`src/blist_pkg.sv`:
```
// Shared types and constants for the bounded positional list.
`timescale 1ns / 1ps

package blist_pkg;

  // List geometry
  localparam int CAPACITY = 16;
  localparam int IDX_W    = $clog2(CAPACITY);
  localparam int CNT_W    = $clog2(CAPACITY + 1);
  localparam int DATA_W   = 32;

  // Command codes
  localparam logic [2:0] CMD_INS_HEAD = 3'd0;
  localparam logic [2:0] CMD_INS_TAIL = 3'd1;
  localparam logic [2:0] CMD_INS_POS  = 3'd2;
  localparam logic [2:0] CMD_DEL_HEAD = 3'd3;
  localparam logic [2:0] CMD_DEL_TAIL = 3'd4;
  localparam logic [2:0] CMD_DEL_POS  = 3'd5;

  // Status codes
  localparam logic [1:0] STAT_OK    = 2'd0;
  localparam logic [1:0] STAT_EMPTY = 2'd1;
  localparam logic [1:0] STAT_RANGE = 2'd2;
  localparam logic [1:0] STAT_FULL  = 2'd3;

  // Input request
  typedef struct packed {
    logic [2:0]         cmd;
    logic signed [31:0] value;
    logic [4:0]         position;
  } req_t;

  // Result
  typedef struct packed {
    logic [1:0]         status;
    logic signed [31:0] removed_value;
    logic [4:0]         entry_count;
  } res_t;

  // Entry memory access from the sequencer
  typedef struct packed {
    logic              rd_en;
    logic [IDX_W-1:0]  rd_addr;
    logic              wr_en;
    logic [IDX_W-1:0]  wr_addr;
    logic [DATA_W-1:0] wr_data;
  } mem_req_t;

  // Sequencer states
  typedef enum logic [2:0] {
    S_IDLE,
    S_INS_SHIFT,
    S_INS_PUT,
    S_DEL_GRAB,
    S_DEL_SHIFT,
    S_DONE
  } state_t;

endpackage

```
`src/blist_ram.sv`:
```
// Entry store: one write port, one read port, registered read data.
`timescale 1ns / 1ps

module blist_ram (
  input  logic                                 clk,
  input  blist_pkg::mem_req_t                  mreq,
  output logic [blist_pkg::DATA_W-1:0]         rd_data
);
  import blist_pkg::*;

  logic [DATA_W-1:0] mem [CAPACITY];

  // Write port
  always_ff @(posedge clk) begin
    if (mreq.wr_en) begin
      mem[mreq.wr_addr] <= mreq.wr_data;
    end
  end

  // Read port, registered read data
  always_ff @(posedge clk) begin
    if (mreq.rd_en) begin
      rd_data <= mem[mreq.rd_addr];
    end
  end

endmodule

```
`src/blist_ctrl.sv`:
```
// Command decode and shift sequencer over the entry memory.
`timescale 1ns / 1ps

module blist_ctrl (
  input  logic                         clk,
  input  logic                         rst,
  input  logic                         req_valid,
  input  blist_pkg::req_t              req,
  output logic                         req_stall,
  output blist_pkg::mem_req_t          mreq,
  input  logic [blist_pkg::DATA_W-1:0] rd_data,
  output logic                         done_valid,
  output blist_pkg::res_t              done,
  input  logic                         done_take
);
  import blist_pkg::*;

  state_t            state, state_next;
  logic [CNT_W-1:0]  count, count_next;
  logic [CNT_W-1:0]  idx, idx_next;
  logic [CNT_W-1:0]  pos, pos_next;
  logic [DATA_W-1:0] val, val_next;
  logic              wr_pend, wr_pend_next;
  logic [IDX_W-1:0]  wr_addr, wr_addr_next;
  logic [1:0]        status, status_next;
  logic [DATA_W-1:0] removed, removed_next;

  logic              accept;
  logic              dec_known;
  logic              dec_is_ins;
  logic [CNT_W-1:0]  dec_pos;
  logic [1:0]        dec_status;
  logic              dec_go;
  logic [CNT_W-1:0]  idx_up;

  assign accept = req_valid && !req_stall;
  assign idx_up = idx + CNT_W'(1);

  // Decode target position and status of the incoming command
  always_comb begin
    dec_known  = 1'b1;
    dec_is_ins = 1'b0;
    dec_pos    = '0;
    case (req.cmd)
      CMD_INS_HEAD: begin
        dec_is_ins = 1'b1;
      end
      CMD_INS_TAIL: begin
        dec_is_ins = 1'b1;
        dec_pos    = count;
      end
      CMD_INS_POS: begin
        dec_is_ins = 1'b1;
        dec_pos    = CNT_W'(req.position);
      end
      CMD_DEL_HEAD: begin
        dec_pos = '0;
      end
      CMD_DEL_TAIL: begin
        dec_pos = (count == '0) ? '0 : count - CNT_W'(1);
      end
      CMD_DEL_POS: begin
        dec_pos = CNT_W'(req.position);
      end
      default: begin
        dec_known = 1'b0;
      end
    endcase

    dec_status = STAT_OK;
    if (dec_known) begin
      if (dec_is_ins) begin
        if (req.position > 5'(count) && req.cmd == CMD_INS_POS) begin
          dec_status = STAT_RANGE;
        end else if (count >= CNT_W'(CAPACITY)) begin
          dec_status = STAT_FULL;
        end
      end else begin
        if (count == '0) begin
          dec_status = STAT_EMPTY;
        end else if (req.cmd == CMD_DEL_POS && req.position >= 5'(count)) begin
          dec_status = STAT_RANGE;
        end
      end
    end
    dec_go = dec_known && (dec_status == STAT_OK);
  end

  // Next state
  always_comb begin
    state_next = state;
    case (state)
      S_IDLE: begin
        if (accept) begin
          if (!dec_go) begin
            state_next = S_DONE;
          end else if (dec_is_ins) begin
            state_next = S_INS_SHIFT;
          end else begin
            state_next = S_DEL_GRAB;
          end
        end
      end
      S_INS_SHIFT: begin
        if (idx <= pos) begin
          state_next = S_INS_PUT;
        end
      end
      S_INS_PUT: begin
        state_next = S_DONE;
      end
      S_DEL_GRAB: begin
        state_next = S_DEL_SHIFT;
      end
      S_DEL_SHIFT: begin
        if (idx_up >= count) begin
          state_next = S_DONE;
        end
      end
      S_DONE: begin
        if (done_take) begin
          state_next = S_IDLE;
        end
      end
      default: begin
        state_next = S_IDLE;
      end
    endcase
  end

  // Outputs, memory accesses and datapath updates
  always_comb begin
    count_next   = count;
    idx_next     = idx;
    pos_next     = pos;
    val_next     = val;
    wr_pend_next = wr_pend;
    wr_addr_next = wr_addr;
    status_next  = status;
    removed_next = removed;
    mreq         = '0;
    req_stall    = (state != S_IDLE);
    done_valid   = (state == S_DONE);

    case (state)
      S_IDLE: begin
        if (accept) begin
          idx_next     = dec_is_ins ? count : dec_pos;
          pos_next     = dec_pos;
          val_next     = req.value;
          status_next  = dec_status;
          removed_next = '0;
          wr_pend_next = 1'b0;
          // deletes fetch the removed entry right away
          if (dec_go && !dec_is_ins) begin
            mreq.rd_en   = 1'b1;
            mreq.rd_addr = dec_pos[IDX_W-1:0];
          end
        end
      end
      S_INS_SHIFT: begin
        // move entries one slot toward the tail, highest first
        if (wr_pend) begin
          mreq.wr_en   = 1'b1;
          mreq.wr_addr = wr_addr;
          mreq.wr_data = rd_data;
        end
        if (idx > pos) begin
          mreq.rd_en   = 1'b1;
          mreq.rd_addr = IDX_W'(idx - CNT_W'(1));
          wr_pend_next = 1'b1;
          wr_addr_next = idx[IDX_W-1:0];
          idx_next     = idx - CNT_W'(1);
        end else begin
          wr_pend_next = 1'b0;
        end
      end
      S_INS_PUT: begin
        mreq.wr_en   = 1'b1;
        mreq.wr_addr = pos[IDX_W-1:0];
        mreq.wr_data = val;
        count_next   = count + CNT_W'(1);
      end
      S_DEL_GRAB: begin
        removed_next = rd_data;
      end
      S_DEL_SHIFT: begin
        // move entries one slot toward the head, lowest first
        if (wr_pend) begin
          mreq.wr_en   = 1'b1;
          mreq.wr_addr = wr_addr;
          mreq.wr_data = rd_data;
        end
        if (idx_up < count) begin
          mreq.rd_en   = 1'b1;
          mreq.rd_addr = idx_up[IDX_W-1:0];
          wr_pend_next = 1'b1;
          wr_addr_next = idx[IDX_W-1:0];
          idx_next     = idx_up;
        end else begin
          wr_pend_next = 1'b0;
          count_next   = count - CNT_W'(1);
        end
      end
      S_DONE: begin
      end
      default: begin
      end
    endcase

    done.status        = status;
    done.removed_value = removed;
    done.entry_count   = 5'(count);
  end

  // Control registers
  always_ff @(posedge clk) begin
    if (rst) begin
      state   <= S_IDLE;
      count   <= '0;
      wr_pend <= 1'b0;
    end else begin
      state   <= state_next;
      count   <= count_next;
      wr_pend <= wr_pend_next;
    end
  end

  // Working registers
  always_ff @(posedge clk) begin
    idx     <= idx_next;
    pos     <= pos_next;
    val     <= val_next;
    wr_addr <= wr_addr_next;
    status  <= status_next;
    removed <= removed_next;
  end

endmodule

```
`src/bounded_positional_list.sv`:
```
// Top level of the bounded positional list: sequencer, entry memory, result register.
//
//   channel | direction | handshake            | payload
//   req     | in        | req_valid, req_stall | req (cmd, value, position)
//   res     | out       | res_valid, res_stall | res (status, removed_value, entry_count)
//
// One request at a time. An insert or delete at position p moves the part of
// the list from p to the tail by one slot, and the entry memory moves one
// entry per cycle over its single write port. The result register lets the
// next request in while a result still waits. rst clears count to zero;
// the memory needs no clearing since only entries below count are read.
`timescale 1ns / 1ps

module bounded_positional_list (
  input  logic            clk,
  input  logic            rst,
  input  logic            req_valid,
  input  blist_pkg::req_t req,
  output logic            req_stall,
  output logic            res_valid,
  output blist_pkg::res_t res,
  input  logic            res_stall
);
  import blist_pkg::*;

  mem_req_t          mreq;
  logic [DATA_W-1:0] rd_data;
  logic              done_valid;
  res_t              done;
  logic              done_take;

  blist_ctrl u_ctrl (
    .clk        (clk),
    .rst        (rst),
    .req_valid  (req_valid),
    .req        (req),
    .req_stall  (req_stall),
    .mreq       (mreq),
    .rd_data    (rd_data),
    .done_valid (done_valid),
    .done       (done),
    .done_take  (done_take)
  );

  blist_ram u_ram (
    .clk     (clk),
    .mreq    (mreq),
    .rd_data (rd_data)
  );

  // Result register
  assign done_take = done_valid && (!res_valid || !res_stall);

  always_ff @(posedge clk) begin
    if (rst) begin
      res_valid <= 1'b0;
    end else if (done_take) begin
      res_valid <= 1'b1;
    end else if (!res_stall) begin
      res_valid <= 1'b0;
    end
  end

  always_ff @(posedge clk) begin
    if (done_take) begin
      res <= done;
    end
  end

  // Checks
  a_count_bound: assert property (@(posedge clk) disable iff (rst)
    res_valid |-> (res.entry_count <= 5'(CAPACITY)))
    else $error("entry count above capacity");

  a_fail_no_value: assert property (@(posedge clk) disable iff (rst)
    (res_valid && res.status != STAT_OK) |-> (res.removed_value == '0))
    else $error("removed value on a failed command");

  a_no_rw_clash: assert property (@(posedge clk) disable iff (rst)
    (mreq.wr_en && mreq.rd_en) |-> (mreq.wr_addr != mreq.rd_addr))
    else $error("read and write of the same entry in one cycle");

  a_one_at_a_time: assert property (@(posedge clk) disable iff (rst)
    (req_valid && !req_stall) |=> req_stall)
    else $error("request taken while another is in progress");

endmodule

```
`config.mk`:
```
export PLATFORM = sky130hd
export DESIGN_NAME = bounded_positional_list
export DESIGN_NICKNAME = d
export VERILOG_FILES = /design/src/blist_pkg.sv /design/src/blist_ram.sv /design/src/blist_ctrl.sv /design/src/bounded_positional_list.sv
export SDC_FILE = /design/constraint.sdc
export NUM_CORES = 1
export LEC_CHECK = 0
export ABC_AREA = 1
export BUFFER_PORTS_ARGS = -buffer_cell sky130_fd_sc_hd__buf_4
export CORE_ASPECT_RATIO = 0.75
export CORE_MARGIN = 10
export CORE_UTILIZATION = 40
export DETAILED_ROUTE_END_ITERATION = 12
export MAX_ROUTING_LAYER = met4
export PLACE_DENSITY_LB_ADDON = 0.2
export SYNTH_ARGS = -nofsm -noshare
export SYNTH_HDL_FRONTEND = slang
export SYNTH_SLANG_ARGS = --single-unit
```
`constraint.sdc`:
```
create_clock -name clk -period 4.8 [get_ports clk]
set_input_delay 0.72 -clock clk [delete_from_list [all_inputs] [get_ports clk]]
set_output_delay 0.72 -clock clk [all_outputs]
set_load 0.05 [all_outputs]
```
==> results.md <==
* Initial antenna violation count at 1
* Register area share after synthesis at 68.9%
* RSZ-0062 raised after global routing: false
* Iter 0 DRT Violations at 2034
* Crit-path leading delay family: simple AND/OR/NAND/NOR gates
* Flops & latches, synth at 673
* Setup Viol. Count Final at 0
* Peak Freq at 246 MHz
* ANT nets after route at 0
* NumNets Final at 2762
* Slowest-stage cell, CP: edfxtp_1
* # diodes at 0
* Cells after Synth at 2610
* I/O Buffers at 84
* WL/cell at 21.0 um
* Core Region at 0.0720 sq mm
* Resized cells post-CTS at 0
* Most frequent cells in the layout: edfxtp_1, nand3_1, inv_1, nand2_1, buf_4
* Reg area at 0.0201 sq mm
* Post-synthesis cell type count at 40
* PwrDens at 611 mW/mm^2
* TritonCTS clock tree: yes
* Dpl cells at 3584
* Synth Flop Type: edfxtp_1
* Peak supply drop at 533 uV
* Vias post-DR at 19200
* Syn-to-layout area delta at 14.7%
* Total Wirelength at 77.7 mm
* Crit-path cells: ha_1 > nand3_1 > nand2_1 > nand2_1 > inv_1 > ha_1 > nand2_1 > nor2_1 > nand2_1 > o211ai_1 > nor2_2 > inv_2 > nand2_2 > nand2_4 > buf_12 > nand3_1 > nand3_1 > nand3_1 > nand3_1 > nand2_1
* Area contributors post-synth: edfxtp_1, nand3_1, nand2_1
* Clk_lat worst skew at 0.62 ns
* Die width at 332 um
* Number of enable flip-flop cells after synthesis at 663
* Syn nets at 2674
* Crit path buffers/inverters at 3
* Final Power at 20.5 mW
* Crit path largest cell delay at 0.52 ns
* Share of cells above drive strength 1 at 11.2%
* Cell row count at 85
* Req. time, crit path at 5.16 ns
* Area share of the largest cell type after synthesis at 68.2%
* GRT Total Usage at 18.6%
* Vias in the first global route at 18300
* Most common cell after layout, fill and taps aside: edfxtp_1
* Worst Hold Margin at 0.277 ns
* Synth warnings at 0
* Vias per Instance at 5.19
* Final non-filler cell total at 3704
* Static leakage at 13.4 nW
* Top Ports at 85
* Yosys top cell by area: edfxtp_1
* Setup CP Type: reg -> reg
* Startpoint Class: register
* Fill cell count at 6474
* Setup crit end kind: register
* Worst-path maximum fanout at 198
* Postcts setup bufs at 0
* H-tree depth at 3
* Post-route minimum period at 4.07 ns
* Footprint of the multi-input gates at 0.00687 sq mm
* GPL Wtd Cong at 0.871
* Initial Util at 40.5%
* Pin count of the biggest net entering global routing at 199
* Clock tree buffer depth at 3
* Final period utilization at 84.7%
* Syn avg cell area at 11.2 sq um
* Clock Sinks at 673
* CTS Buf Count at 69
* Slew @ Worst Pin at 1.17 ns
* HP Class: in -> reg
* HPWL after DPL at 40.8 mm
* Max Cap Viol at 0
* 1st-pass router iterations at 6
* Die area at 0.0843 sq mm
* Fraction of registers with async set/reset at 0%
* Slew Limit Fails at 0
* Mapped Area at 0.0292 sq mm
* Slew HR at 22.3%
* Final hold vios at 0
* Status: completed
* Skew final at 0.0245 ns
* Worst Path Arrival at 4.43 ns
* Final setup TNS at 0 ns
* Grt total ovfl at 0
* Global-route wire length before repair at 117 mm
* # DRC at 0
* Root Buffer Master: clkbuf_16
* Clk slew on worst S/H paths at 0.07 ns
* CTS Hold Bufs at 0
* Die H at 254 um
## final timing paths
check / to / startpoint / slack (ns) / depth (start not counted)
min reg2reg: res[33] / u_ctrl.removed[28] / 0.42 / 0
min: u_ctrl.val[12] / req[17] / 0.28 / 1
max: u_ram.rd_data[10] / u_ctrl.idx[0] / 0.73 / 20
max reg2reg: u_ram.rd_data[10] / u_ctrl.idx[0] / 0.73 / 20
## where the power goes
group	total, mW	switching (mW)	internal [mW]	leakage (nW)
clock	5.27	2.23	3.04	1.07
combinational	7.01	4.96	2.05	5.87
sequential	8.18	0.293	7.88	6.44
## registers in the layout, indices dropped and copies added (netlist names)
signal          count
res                39
res_valid           1
u_ctrl.count        5
u_ctrl.idx          5
u_ctrl.pos          5
u_ctrl.removed     32
u_ctrl.state        3
u_ctrl.status       2
u_ctrl.val         32
u_ctrl.wr_addr      4
u_ctrl.wr_pend      1
u_ram.mem         512
u_ram.rd_data      32
## cell usage after synthesis, types with 6 or more instances
cell type  count
dfxtp_1       10
nand3_1      591
buf_4         27
buf_1         30
nand2_1      438
clkbuf_1      27
inv_1        437
inv_2         11
buf_2         56
a21oi_1       21
edfxtp_1     663
nand3b_1      96
nor2_1        71
o21ai_0       48
ha_1          20
xor2_1         8
nor3_1         6
## through the flow
step | instance area, sq um | util [%] | setup WS (ns)
finish | 33500 | 46.5 | 0.734
global route | 33500 | 46.5 | 0.428
CTS | 33500 | 46.5 | 0.835
detailed placement | 31300 | 43.4 | 0.837
global placement | 31300 | 43.4 | 0.880
floorplan | 29200 | - | 0.644
## metal layers
layer,global-route usage [%],vias to the layer above,routed length (um)
met5,-,-,0
met4,5.66,0,1950
met3,3.41,116,5670
met2,27.1,702,33900
met1,26.2,9403,36300
li1,-,9019,-
## cell type report
| type | instances | area share (%) |
|---|---|---|
| Clock buffer | 85 | 5.59 |
| Inverter | 448 | 5.03 |
| Sequential cell | 673 | 60.1 |
| Clock inverter | 35 | 0.935 |
| Tap cell | 957 | 3.58 |
| Timing Repair Buffer | 161 | 4.25 |
| Multi-Input combinational cell | 1345 | 20.5 |
## cell families (layout without fill, tap and decap cells)
kind of cell	after synthesis	count (layout)	synth area share, %
AND/OR/NAND/NOR	1219	1219	19.7
flip-flops	673	673	68.9
buffers and inverters	592	729	8.31
AO/OA/AOI/OAI	96	96	1.93
adder cells (fa/ha/maj)	20	20	0.858
XOR/XNOR	10	10	0.300
Power figures use the tool's default switching activity.
